### src/rtl/slot_handle_allocator_top_macros.svh
// ----------------------------------------------------------------------------
// Slot handle allocator assertion macros
// Concurrent assertion helpers sampled on clk and disabled while rst_n is low.
// ----------------------------------------------------------------------------
`ifndef SLOT_HANDLE_ALLOCATOR_TOP_MACROS_SVH
`define SLOT_HANDLE_ALLOCATOR_TOP_MACROS_SVH

// Check a condition on every clock edge outside reset
`define SHA_ASSERT_ALWAYS(label, expr, msg) \
    label: assert property (@(posedge clk) disable iff (!rst_n) (expr)) \
        else $error(msg);

// Check that a consequent follows an antecedent after a fixed cycle count
`define SHA_ASSERT_LAT(label, ante, cyc, cons, msg) \
    label: assert property (@(posedge clk) disable iff (!rst_n) \
        (ante) |-> ##cyc (cons)) else $error(msg);

`endif

### src/rtl/sha_pkg.sv
// ----------------------------------------------------------------------------
// Slot handle allocator package
// Transaction types, command and status codes, and default sizes.
// ----------------------------------------------------------------------------
package sha_pkg;

    // Default sizes
    localparam int DEF_SLOT_COUNT = 64;
    localparam int DEF_GEN_BITS   = 24;
    localparam int SLOT_FIELD_W   = 6;
    localparam int HANDLE_W       = 30;

    // Command codes
    localparam logic [1:0] CMD_ALLOC    = 2'd0;
    localparam logic [1:0] CMD_FREE     = 2'd1;
    localparam logic [1:0] CMD_VALIDATE = 2'd2;

    // Status codes
    localparam logic [1:0] STATUS_OK      = 2'd0;
    localparam logic [1:0] STATUS_NOFREE  = 2'd1;
    localparam logic [1:0] STATUS_INVALID = 2'd2;

    // Request transaction
    typedef struct packed {
        logic [1:0]              cmd;
        logic [SLOT_FIELD_W-1:0] slot_index;
        logic [HANDLE_W-1:0]     handle_in;
    } req_t;

    // Response transaction
    typedef struct packed {
        logic [1:0]              status;
        logic [SLOT_FIELD_W-1:0] slot_out;
        logic [HANDLE_W-1:0]     handle_out;
    } rsp_t;

    // Free map update request
    typedef struct packed {
        logic                    alloc_en;
        logic                    free_en;
        logic [SLOT_FIELD_W-1:0] free_slot;
    } fm_upd_t;

    // Lowest free slot
    typedef struct packed {
        logic                    any_free;
        logic [SLOT_FIELD_W-1:0] slot;
    } fm_pick_t;

endpackage

### src/rtl/sha_ram.sv
// ----------------------------------------------------------------------------
// Generic single-port-write RAM
// One write port and one read port with registered read data.
// ----------------------------------------------------------------------------
module sha_ram #(
    parameter int WIDTH = 8,
    parameter int DEPTH = 16
) (
    input  logic                     clk,
    input  logic                     wr_en,
    input  logic [$clog2(DEPTH)-1:0] wr_addr,
    input  logic [WIDTH-1:0]         wr_data,
    input  logic                     rd_en,
    input  logic [$clog2(DEPTH)-1:0] rd_addr,
    output logic [WIDTH-1:0]         rd_data
);

    logic [WIDTH-1:0] mem_reg [DEPTH];
    logic [WIDTH-1:0] rd_data_reg;

    // Write port
    always_ff @(posedge clk)
    begin
        if (wr_en)
        begin
            mem_reg[wr_addr] <= wr_data;
        end
    end

    // Registered read port
    always_ff @(posedge clk)
    begin
        if (rd_en)
        begin
            rd_data_reg <= mem_reg[rd_addr];
        end
    end

    assign rd_data = rd_data_reg;

endmodule

### src/rtl/sha_free_map.sv
// ----------------------------------------------------------------------------
// Slot handle allocator free map
// Holds the free bit of every slot, finds the lowest free slot and answers
// in-use lookups.
// ----------------------------------------------------------------------------
module sha_free_map #(
    parameter int SLOT_COUNT = sha_pkg::DEF_SLOT_COUNT
) (
    input  logic                                clk,
    input  logic                                rst_n,
    input  sha_pkg::fm_upd_t                    upd,
    output sha_pkg::fm_pick_t                   pick,
    input  logic [sha_pkg::SLOT_FIELD_W-1:0]    look_slot,
    output logic                                look_used
);

    import sha_pkg::*;

    localparam int SLOT_W = $clog2(SLOT_COUNT);

    logic [SLOT_COUNT-1:0] free_map_reg;
    logic [SLOT_COUNT-1:0] free_map_next;
    logic [SLOT_COUNT-1:0] lowest;
    logic [SLOT_W-1:0]     pick_slot;

    // Isolate the lowest set bit and encode its position
    always_comb
    begin
        lowest    = free_map_reg & (~free_map_reg + SLOT_COUNT'(1));
        pick_slot = '0;
        for (int i = 0; i < SLOT_COUNT; i++)
        begin
            if (lowest[i])
            begin
                pick_slot = pick_slot | SLOT_W'(i);
            end
        end
    end

    assign pick.any_free = |free_map_reg;
    assign pick.slot     = SLOT_FIELD_W'(pick_slot);

    // Claim the picked slot or release the requested one
    always_comb
    begin
        free_map_next = free_map_reg;
        if (upd.alloc_en)
        begin
            free_map_next[pick_slot] = 1'b0;
        end
        if (upd.free_en)
        begin
            free_map_next[upd.free_slot[SLOT_W-1:0]] = 1'b1;
        end
    end

    always_ff @(posedge clk or negedge rst_n)
    begin
        if (!rst_n)
        begin
            free_map_reg <= '1;
        end
        else
        begin
            free_map_reg <= free_map_next;
        end
    end

    assign look_used = ~free_map_reg[look_slot[SLOT_W-1:0]];

endmodule

### src/rtl/slot_handle_allocator_top.sv
// A transaction accepted at one edge shows its result (done high) after the
// input register, the free map / generation RAM read stage and the result register.
// Throughput: one transaction per cycle; busy is always low, the generation
// RAM's registered read port sets the extra stage.
// Reset: all slots free, all generations read as zero (per-slot valid bits),
// no clearing pass; results cannot be stalled.
// ----------------------------------------------------------------------------
// Slot handle allocator top level
// Allocates the lowest free slot with a wrapping generation count, frees
// slots and validates handles.
// ----------------------------------------------------------------------------
`include "slot_handle_allocator_top_macros.svh"

module slot_handle_allocator_top #(
    parameter int SLOT_COUNT = sha_pkg::DEF_SLOT_COUNT,
    parameter int GEN_BITS   = sha_pkg::DEF_GEN_BITS
) (
    input  logic          clk,
    input  logic          rst_n,
    input  logic          start,
    output logic          busy,
    input  sha_pkg::req_t req,
    output logic          done,
    output sha_pkg::rsp_t rsp
);

    import sha_pkg::*;

    localparam int SLOT_W = $clog2(SLOT_COUNT);
    // Reciprocal for handle modulo slot count: exact for 30-bit handles
    localparam int K      = HANDLE_W + SLOT_W;
    localparam logic [63:0] RECIP_WIDE =
        ((64'd1 << K) + 64'(SLOT_COUNT) - 64'd1) / 64'(SLOT_COUNT);
    localparam int RCP_W  = HANDLE_W + 1;
    localparam int PRD_W  = HANDLE_W + RCP_W;
    localparam int Q_W    = PRD_W - K;
    localparam int RW     = HANDLE_W + SLOT_FIELD_W + 1;
    localparam int HP_W   = GEN_BITS + HANDLE_W;
    localparam logic [RCP_W-1:0] RECIP = RECIP_WIDE[RCP_W-1:0];

    // Stage 1 registers
    logic                    s1_vld_reg;
    req_t                    s1_req_reg;

    // Stage 2 registers
    logic                    s2_vld_reg;
    logic [1:0]              s2_cmd_reg;
    logic [SLOT_FIELD_W-1:0] s2_slot_reg;
    logic                    s2_ok_reg;
    logic [Q_W-1:0]          s2_quot_reg;
    logic [HANDLE_W-1:0]     s2_hin_reg;
    logic                    s2_gvld_reg;

    // Result registers
    logic                    done_reg;
    rsp_t                    rsp_reg;
    rsp_t                    rsp_next;

    // Generation valid bits
    logic [SLOT_COUNT-1:0]   gen_vld_reg;

    logic                    accept;
    fm_upd_t                 upd;
    fm_pick_t                pick;
    logic                    slot_in_range;
    logic [PRD_W-1:0]        quot_prod;
    logic [Q_W-1:0]          quot1;
    logic [SLOT_FIELD_W-1:0] s1_slot;

    logic [RW-1:0]           rem_wide;
    logic [SLOT_W:0]         rem_raw;
    logic [SLOT_W:0]         rem_fix;
    logic [SLOT_FIELD_W-1:0] look_slot;
    logic                    look_used;
    logic [GEN_BITS-1:0]     ram_rd;
    logic [GEN_BITS-1:0]     gen_cur;
    logic [HP_W-1:0]         handle_wide;
    logic                    gen_we;
    logic [SLOT_W-1:0]       gen_waddr;

    assign busy   = 1'b0;
    assign accept = start && !busy;

    // Capture the request transaction
    always_ff @(posedge clk or negedge rst_n)
    begin
        if (!rst_n)
        begin
            s1_vld_reg <= 1'b0;
        end
        else
        begin
            s1_vld_reg <= accept;
        end
    end

    always_ff @(posedge clk)
    begin
        if (accept)
        begin
            s1_req_reg <= req;
        end
    end

    // Stage 1: pick a slot, update the free map, start the modulo
    assign slot_in_range = {1'b0, s1_req_reg.slot_index} < (SLOT_FIELD_W + 1)'(SLOT_COUNT);

    always_comb
    begin
        upd.alloc_en  = s1_vld_reg && (s1_req_reg.cmd == CMD_ALLOC) && pick.any_free;
        upd.free_en   = s1_vld_reg && (s1_req_reg.cmd == CMD_FREE) && slot_in_range;
        upd.free_slot = s1_req_reg.slot_index;
    end

    sha_free_map #(
        .SLOT_COUNT (SLOT_COUNT)
    ) u_free_map (
        .clk       (clk),
        .rst_n     (rst_n),
        .upd       (upd),
        .pick      (pick),
        .look_slot (look_slot),
        .look_used (look_used)
    );

    assign quot_prod = PRD_W'(s1_req_reg.handle_in) * PRD_W'(RECIP);
    assign quot1     = quot_prod[PRD_W-1:K];
    assign s1_slot   = (s1_req_reg.cmd == CMD_ALLOC) ? pick.slot : s1_req_reg.slot_index;

    // Generation counters
    sha_ram #(
        .WIDTH (GEN_BITS),
        .DEPTH (SLOT_COUNT)
    ) u_gen_ram (
        .clk     (clk),
        .wr_en   (gen_we),
        .wr_addr (gen_waddr),
        .wr_data (gen_cur + GEN_BITS'(1)),
        .rd_en   (upd.alloc_en),
        .rd_addr (pick.slot[SLOT_W-1:0]),
        .rd_data (ram_rd)
    );

    // Advance to stage 2
    always_ff @(posedge clk or negedge rst_n)
    begin
        if (!rst_n)
        begin
            s2_vld_reg <= 1'b0;
        end
        else
        begin
            s2_vld_reg <= s1_vld_reg;
        end
    end

    always_ff @(posedge clk)
    begin
        s2_cmd_reg  <= s1_req_reg.cmd;
        s2_slot_reg <= s1_slot;
        s2_ok_reg   <= pick.any_free;
        s2_quot_reg <= quot1;
        s2_hin_reg  <= s1_req_reg.handle_in;
        s2_gvld_reg <= gen_vld_reg[pick.slot[SLOT_W-1:0]];
    end

    // Stage 2: finish the modulo with one correction step
    always_comb
    begin
        rem_wide  = RW'(s2_hin_reg) - RW'(s2_quot_reg) * RW'(SLOT_COUNT);
        rem_raw   = rem_wide[SLOT_W:0];
        rem_fix   = (rem_raw >= (SLOT_W + 1)'(SLOT_COUNT))
                    ? rem_raw - (SLOT_W + 1)'(SLOT_COUNT) : rem_raw;
        look_slot = SLOT_FIELD_W'(rem_fix[SLOT_W-1:0]);
    end

    // Stage 2: build the handle and bump the generation
    assign gen_cur     = s2_gvld_reg ? ram_rd : '0;
    assign handle_wide = HP_W'(gen_cur) * HP_W'(SLOT_COUNT) + HP_W'(s2_slot_reg);
    assign gen_we      = s2_vld_reg && (s2_cmd_reg == CMD_ALLOC) && s2_ok_reg;
    assign gen_waddr   = s2_slot_reg[SLOT_W-1:0];

    always_ff @(posedge clk or negedge rst_n)
    begin
        if (!rst_n)
        begin
            gen_vld_reg <= '0;
        end
        else if (gen_we)
        begin
            gen_vld_reg[gen_waddr] <= 1'b1;
        end
    end

    // Form the response transaction
    always_comb
    begin
        rsp_next = '0;
        case (s2_cmd_reg)
            CMD_ALLOC:
            begin
                if (s2_ok_reg)
                begin
                    rsp_next.status     = STATUS_OK;
                    rsp_next.slot_out   = s2_slot_reg;
                    rsp_next.handle_out = handle_wide[HANDLE_W-1:0];
                end
                else
                begin
                    rsp_next.status = STATUS_NOFREE;
                end
            end
            CMD_FREE:
            begin
                rsp_next.status   = STATUS_OK;
                rsp_next.slot_out = s2_slot_reg;
            end
            CMD_VALIDATE:
            begin
                rsp_next.status   = ((s2_hin_reg != '0) && look_used)
                                    ? STATUS_OK : STATUS_INVALID;
                rsp_next.slot_out = look_slot;
            end
            default:
            begin
                rsp_next.status = STATUS_INVALID;
            end
        endcase
    end

    always_ff @(posedge clk or negedge rst_n)
    begin
        if (!rst_n)
        begin
            done_reg <= 1'b0;
        end
        else
        begin
            done_reg <= s2_vld_reg;
        end
    end

    always_ff @(posedge clk)
    begin
        rsp_reg <= rsp_next;
    end

    assign done = done_reg;
    assign rsp  = rsp_reg;

    // Assertions
    `SHA_ASSERT_LAT(a_fixed_latency, start && !busy, 3, done, "result did not follow request")
    `SHA_ASSERT_ALWAYS(a_single_update, !(upd.alloc_en && upd.free_en), "alloc and free at once")
    `SHA_ASSERT_ALWAYS(a_gen_no_hazard,
        !(gen_we && upd.alloc_en && (pick.slot[SLOT_W-1:0] == gen_waddr)),
        "generation read collides with pending write")

endmodule

### config.mk
export PLATFORM = sky130hd
export DESIGN_NAME = slot_handle_allocator_top
export DESIGN_NICKNAME = d
export VERILOG_FILES = /design/src/rtl/sha_pkg.sv /design/src/rtl/sha_ram.sv /design/src/rtl/sha_free_map.sv /design/src/rtl/slot_handle_allocator_top.sv
export VERILOG_INCLUDE_DIRS = /design/src /design/src/rtl
export SDC_FILE = /design/constraint.sdc
export NUM_CORES = 2
export LEC_CHECK = 0
export BUFFER_PORTS_ARGS = -buffer_cell sky130_fd_sc_hd__buf_4
export CAP_MARGIN = 20
export CORE_MARGIN = 2
export CORE_UTILIZATION = 65
export CTS_CLUSTER_DIAMETER = 120
export DETAILED_ROUTE_END_ITERATION = 7
export HOLD_SLACK_MARGIN = 0.05
export MAX_ROUTING_LAYER = met4
export PLACE_DENSITY = 0.82
export SYNTH_ARGS = -nofsm -noshare
export SYNTH_HDL_FRONTEND = slang
export SYNTH_HIERARCHICAL = 1
export SYNTH_SLANG_ARGS = --single-unit
### constraint.sdc
create_clock -name clk -period 10 [get_ports clk]
set_input_delay 1 -clock clk [delete_from_list [all_inputs] [get_ports clk]]
set_output_delay 1 -clock clk [all_outputs]
set_load 0.01 [all_outputs]
# Yosys cells after proc, flatten, opt, wreduce, memory -nomap -nowiden
# Memory sizes are Yosys's and may differ from the RTL's. A register that Yosys moved wholly into a read port is not among the register bits.
# Cells that the tools add are included.
dict set report totals {
  reg_bits 248
  mem_bits_rw 1536
  input_bits 41
  out_inout_bits 40
  word_cells 141
  memories 1
}
dict set report classes {
  add_sub_neg 5
  n_lt_le_gt_ge 8
  eq_ne 3
  n_mux 87
  n_bitwise 7
  n_reduce_logical 13
}
# name depth width rd rd_ports_with_merged_regs write_ports line_no
set mem_list {}
lappend mem_list {u_gen_ram.mem_reg 64 24 1 1 1 sha_ram.sv:18} ;# logic [WIDTH-1:0] mem_reg [DEPTH];
# op n
set ops {}
lappend ops {{$mux 6} 34}
lappend ops {{$and 64x64->64} 2}
lappend ops {{$mux 64} 2}
lappend ops {{$not 64->64} 2}
lappend ops {{$or 64x64->64} 2}
lappend ops {{$mux 5} 16}
lappend ops {{$mux 36} 2}
lappend ops {{$add 64x1->64 const B} 1}
lappend ops {{$reduce_or 64->1} 1}
lappend ops {{$mux 4} 8}
lappend ops {{$add 30x6->30} 1}
lappend ops {{$reduce_bool 30->1} 1}
lappend ops {{$lt 6x7->1 const B} 4}
lappend ops {{$add 24x1->24 const B} 1}
lappend ops {{$mux 24} 1}
lappend ops {{$demux 1 s6} 3}
lappend ops {{$ge 6x1->1 const B} 3}
lappend ops {{$pmux 6 s3} 1}
lappend ops {{$bmux 1 s6} 2}
lappend ops {{$mux 3} 4}
lappend ops {{$logic_and 1x1->1} 9}
lappend ops {{$mux 1} 9}
lappend ops {{$mux 2} 4}
lappend ops {{$ge 7x7->1 const B} 1}
lappend ops {{other kinds (7)} 9}

# Logic depth before layout (Yosys ltp)
dict set report depth {
  depth_word 75
  depth_mapped 20
}

# Cells and area by module
# The synthesis kept the hierarchy.
# module n_inst cells_each area_per_inst_um2 seq_area_each_um2
set by_module_without_submodules {}
lappend by_module_without_submodules {sha_ram 1 2610 59535.8 46844.9}
lappend by_module_without_submodules {slot_handle_allocator_top 1 489 6678.9 4379.2}
lappend by_module_without_submodules {sha_free_map 1 763 5856.9 1681.6}

# Least setup slack after synthesis
# OpenSTA, ideal clock, no wires.
dict set report synth_path {
  kind {register to register}
  start {register s2_gvld_reg}
  end {memory u_gen_ram/mem_reg[0][10] (netlist name), data pin}
  arrival_ps 4538
  required_ps 9276
  path_slack_ps 4738
  stages_incl_launch_ff 9
  path_cell_list {dfxtp_1 > clkbuf_1 > clkbuf_1 > and2_1 > ha_1 > and3_1 > nand4_1 > or3_1 > a21boi_0}
}
dict set report synth_via {
  elab_chain_cells 2
}
# item line_no
set synth_rtl {}
lappend synth_rtl {{from (decl)} slot_handle_allocator_top.sv:52} ;# logic s2_gvld_reg;
lappend synth_rtl {{from (signal assigned)} slot_handle_allocator_top.sv:164} ;# s2_gvld_reg <= gen_vld_reg[pick.slot[SLOT_W-1:0]];
lappend synth_rtl {{$mux 24} slot_handle_allocator_top.sv:178} ;# assign gen_cur = s2_gvld_reg ? ram_rd : '0;
lappend synth_rtl {{net gen_cur[1]} slot_handle_allocator_top.sv:76} ;# logic [GEN_BITS-1:0] gen_cur;
lappend synth_rtl {{$add 24x1->24} slot_handle_allocator_top.sv:138} ;# .wr_data (gen_cur + GEN_BITS'(1)),
lappend synth_rtl {{to (decl)} sha_ram.sv:18}
# The timed path passes the listed nets, and every way through them passes these cells.

==> flow_summary_export.csv <==
group,metric,value,unit
cells_and_area,seqCellArea,0.05291,mm^2
clocking,clockBufferDepth,3,
power_and_ir_drop,vdd_drop_max,0.0004207,V
timing,setup_tns,0,ns
synthesis,ys.flop_type,"edfxtp_1",
timing,min_period,7.251,ns
route,drc,0,
place,dpl.cell_count,5311,
synthesis,netlist_area,0.07207,mm^2
clocking,cts_max_level,4,
clocking,cts.sinks,1807,
route,drt-initial-drc-count,8852,
synthesis,synth_nets,3904,
timing,hold_viol,0,
cells_and_area,largest_register_ff_count,1536,
route,wire_per_inst,36.92,um
clocking,cts.clk_slew.worst_paths,0.06,ns
grt,grt_usage,0.3843,
timing,relSlewSlack,0.2196,
worst_setup_path,cp-start-kind,"flip-flop",
floorplan,die-area,0.1136,mm^2
worst_setup_path,path_cells,"nor4_2 > nand3_2 > nor2_2 > a311oi_1 > nand4_1 > nor2_2 > buf_4 > inv_8 > buf_4 > mux4_2 > a221o_1 > a21oi_1 > a21oi_1 > and3_1",
route,wl_met3,32900,um
cells_and_area,final_cell_mix,"edfxtp_1, mux4_2, nor2_1",
clocking,cts_tree,"done",
worst_setup_path,r2r-start,"u_free_map/free_map_reg[7]",
grt,grt_first_pass_wirelength,297200,um
worst_setup_path,cp_num_cells,14,
timing,worst_pin_slew,1.168,ns
timing,whs,0.2962,ns
grt,grt_overflow,0,
synthesis,synth-edff-count,1598,
route,drt_wl_total,208100,um
route,top_layer,"met4",
floorplan,dieWidth,337.0,um
synthesis,avgSynthCellArea,18.66,um^2
synthesis,async_flop_share,0.07250,
job,maxCapViolCount,0,
clocking,cts_hold_buffers,0,
route,drtPass1Iterations,6,
cells_and_area,stdcell_count,5636,
route,m1WireLength,67130,um
worst_setup_path,startpoint,"u_free_map/free_map_reg[7]",
worst_setup_path,critPathTopFamily,"simple AND/OR/NAND/NOR gates",
grt,antenna_found_initial,11,
timing,grt_setup_unrepaired,"false",
worst_setup_path,slowest_delay,0.84,ns
power_and_ir_drop,p_per_area,372.8,mW/mm^2
cells_and_area,multi_input_area,0.01833,mm^2
synthesis,ys_warn_count,6,
clocking,cts_resized,0,
place,dp_hpwl,113000,um
floorplan,placementRows,122,
route,wl_met2,94920,um
worst_setup_path,cpMaxStageDelayCell,"nor2_2",
floorplan,boundaryPins,81,
cells_and_area,nets,4042,
timing,skew,0.03975,ns
worst_setup_path,critical_path_class,"reg2reg",
power_and_ir_drop,p_leak,26.45,nW
clocking,cts_root_buffer,"clkbuf_16",
cells_and_area,final_common_cell,"edfxtp_1",
floorplan,core-area,0.1104,mm^2
cells_and_area,drive_gt1_frac,0.2650,
clocking,clkLatencyLatePin,0.81,ns
timing,slew_viol_final,0,
worst_setup_path,crit_fanout,79,
place,gp_congestion,0.9668,
cells_and_area,fillCellCount,5868,
min_path,hp-class,"in2async",
clocking,numCtsBuffers,172,
route,ant_nets,0,
worst_setup_path,cp-end-kind,"flip-flop",
synthesis,ys_seq_area_frac,0.7341,
route,via_per_inst,7.485,
route,vias,42190,
clocking,post_cts_buffers,0,
place,portBuffers,79,
grt,grt_max_degree,102,
worst_setup_path,worstPathArrival,7.79,ns
timing,setup_viol,0,
worst_setup_path,reg2reg_depth,14,
synthesis,synthDistinctLibCells,87,
status,status,"finished, final reports clean",
floorplan,initial_core_util,0.6530,
floorplan,die_h,337.0,um
worst_setup_path,critPathBufInv,3,
synthesis,synth_cells,3862,
timing,fmax,0.1379,GHz
synthesis,synth-seq-cells,1807,
cells_and_area,synthToLayoutAreaGrowth,11.68,%
grt,grt_pass1_vias,41630,
worst_setup_path,required,10.54,ns
timing,post-route-period-util,0.7251,
==> per-layer routing <==
| layer | global-route usage | vias to the layer above |
|---|---|---|
| met2 | 0.5643 | 4119 |
| met4 | 0.1903 | 0 |
| met5 | - | - |
| met3 | 0.1226 | 921 |
| met1 | 0.4899 | 21060 |
| li1 | - | 16090 |
==> final cells by class <==
class	instances	share of cell area
sequential	1807	0.6573
multi-input combinational	1803	0.2277
clock buffer	216	0.05694
tap	1488	0.02313
timing repair buffer	187	0.01876
clock inverter	102	0.01446
inverter	29	0.001648
antenna	4	0.0001244
==> through the flow <==
step / area [um^2] / worst slack [ns] / utilization / power (mW)
after floorplan: 72070 / 4.738 / - / 18.46
after global placement: 74660 / 3.092 / 0.6765 / 22.27
after detailed placement: 74670 / 2.975 / 0.6766 / 22.48
after CTS: 80420 / 2.830 / 0.7287 / 29.53
after global routing: 80490 / 2.382 / 0.7293 / 30.59
final: 80490 / 2.749 / 0.7293 / 30.01
==> worst paths after layout <==
check / to / slack (ns)
min in group clk: s2_hin_reg[25] / 0.34
max: u_gen_ram/rd_data[22] / 2.75
min: done / 0.30
max reg2reg: u_gen_ram/rd_data[22] / 2.75
min reg2reg: s2_hin_reg[25] / 0.34
max in group asynchronous: gen_vld_reg[51] / 8.25
==> Yosys cell counts, types with 10 or more instances <==
library cell | instances | area [um^2]
edfxtp_1 | 1598 | 47990
mux4_2 | 393 | 8851
nor2_1 | 272 | 1021
mux2i_1 | 104 | 1041
clkbuf_1 | 94 | 352.8
nand2_1 | 93 | 349.1
dfxtp_1 | 78 | 1562
a21oi_1 | 71 | 355.3
dfrtp_1 | 67 | 1677
buf_2 | 65 | 325.3
dfstp_2 | 64 | 1682
nor4_1 | 64 | 400.4
o22ai_1 | 62 | 387.9
mux2_2 | 59 | 664.4
o21ai_0 | 59 | 295.3
nand3_1 | 58 | 290.3
a221oi_1 | 53 | 464.2
and3_1 | 48 | 300.3
a31oi_1 | 40 | 250.2
nor3_1 | 36 | 180.2
o21bai_1 | 35 | 262.8
buf_4 | 34 | 255.2
a22oi_1 | 33 | 247.7
a21o_1 | 32 | 240.2
nand4_1 | 29 | 181.4
and2_1 | 28 | 175.2
inv_1 | 25 | 93.84
or3_1 | 18 | 112.6
nor2b_1 | 17 | 106.4
buf_1 | 16 | 60.06
o21a_1 | 13 | 97.59
buf_6 | 11 | 123.9
nand2b_1 | 11 | 68.82
nand3b_1 | 11 | 82.58
nor4b_1 | 11 | 96.34
nor4_2 | 10 | 125.1
==> cells by family (layout without fill, tap and decap cells) <==
| group | count (synthesis) | count (layout) | synth area share |
|---|---|---|---|
| muxes | 556 | 556 | 0.1465 |
| other | 1 | 5 | 0.00005203 |
| buffers and inverters | 252 | 534 | 0.01727 |
| adders and majority gates | 1 | 1 | 0.0001736 |
| xor gates and xnor gates | 16 | 16 | 0.001944 |
| AOI/OAI and AO/OA | 462 | 462 | 0.04321 |
| and+or+nand+nor | 767 | 767 | 0.05680 |
| DFF | 1807 | 1807 | 0.7341 |
==> where the power goes <==
group / internal (mW) / switching [mW] / total [mW]
sequential: 8.77 / 0.362 / 9.13
clock: 3.83 / 2.89 / 6.72
combinational: 5.48 / 8.68 / 14.2
No activity file was read; power rests on OpenSTA's default activity.
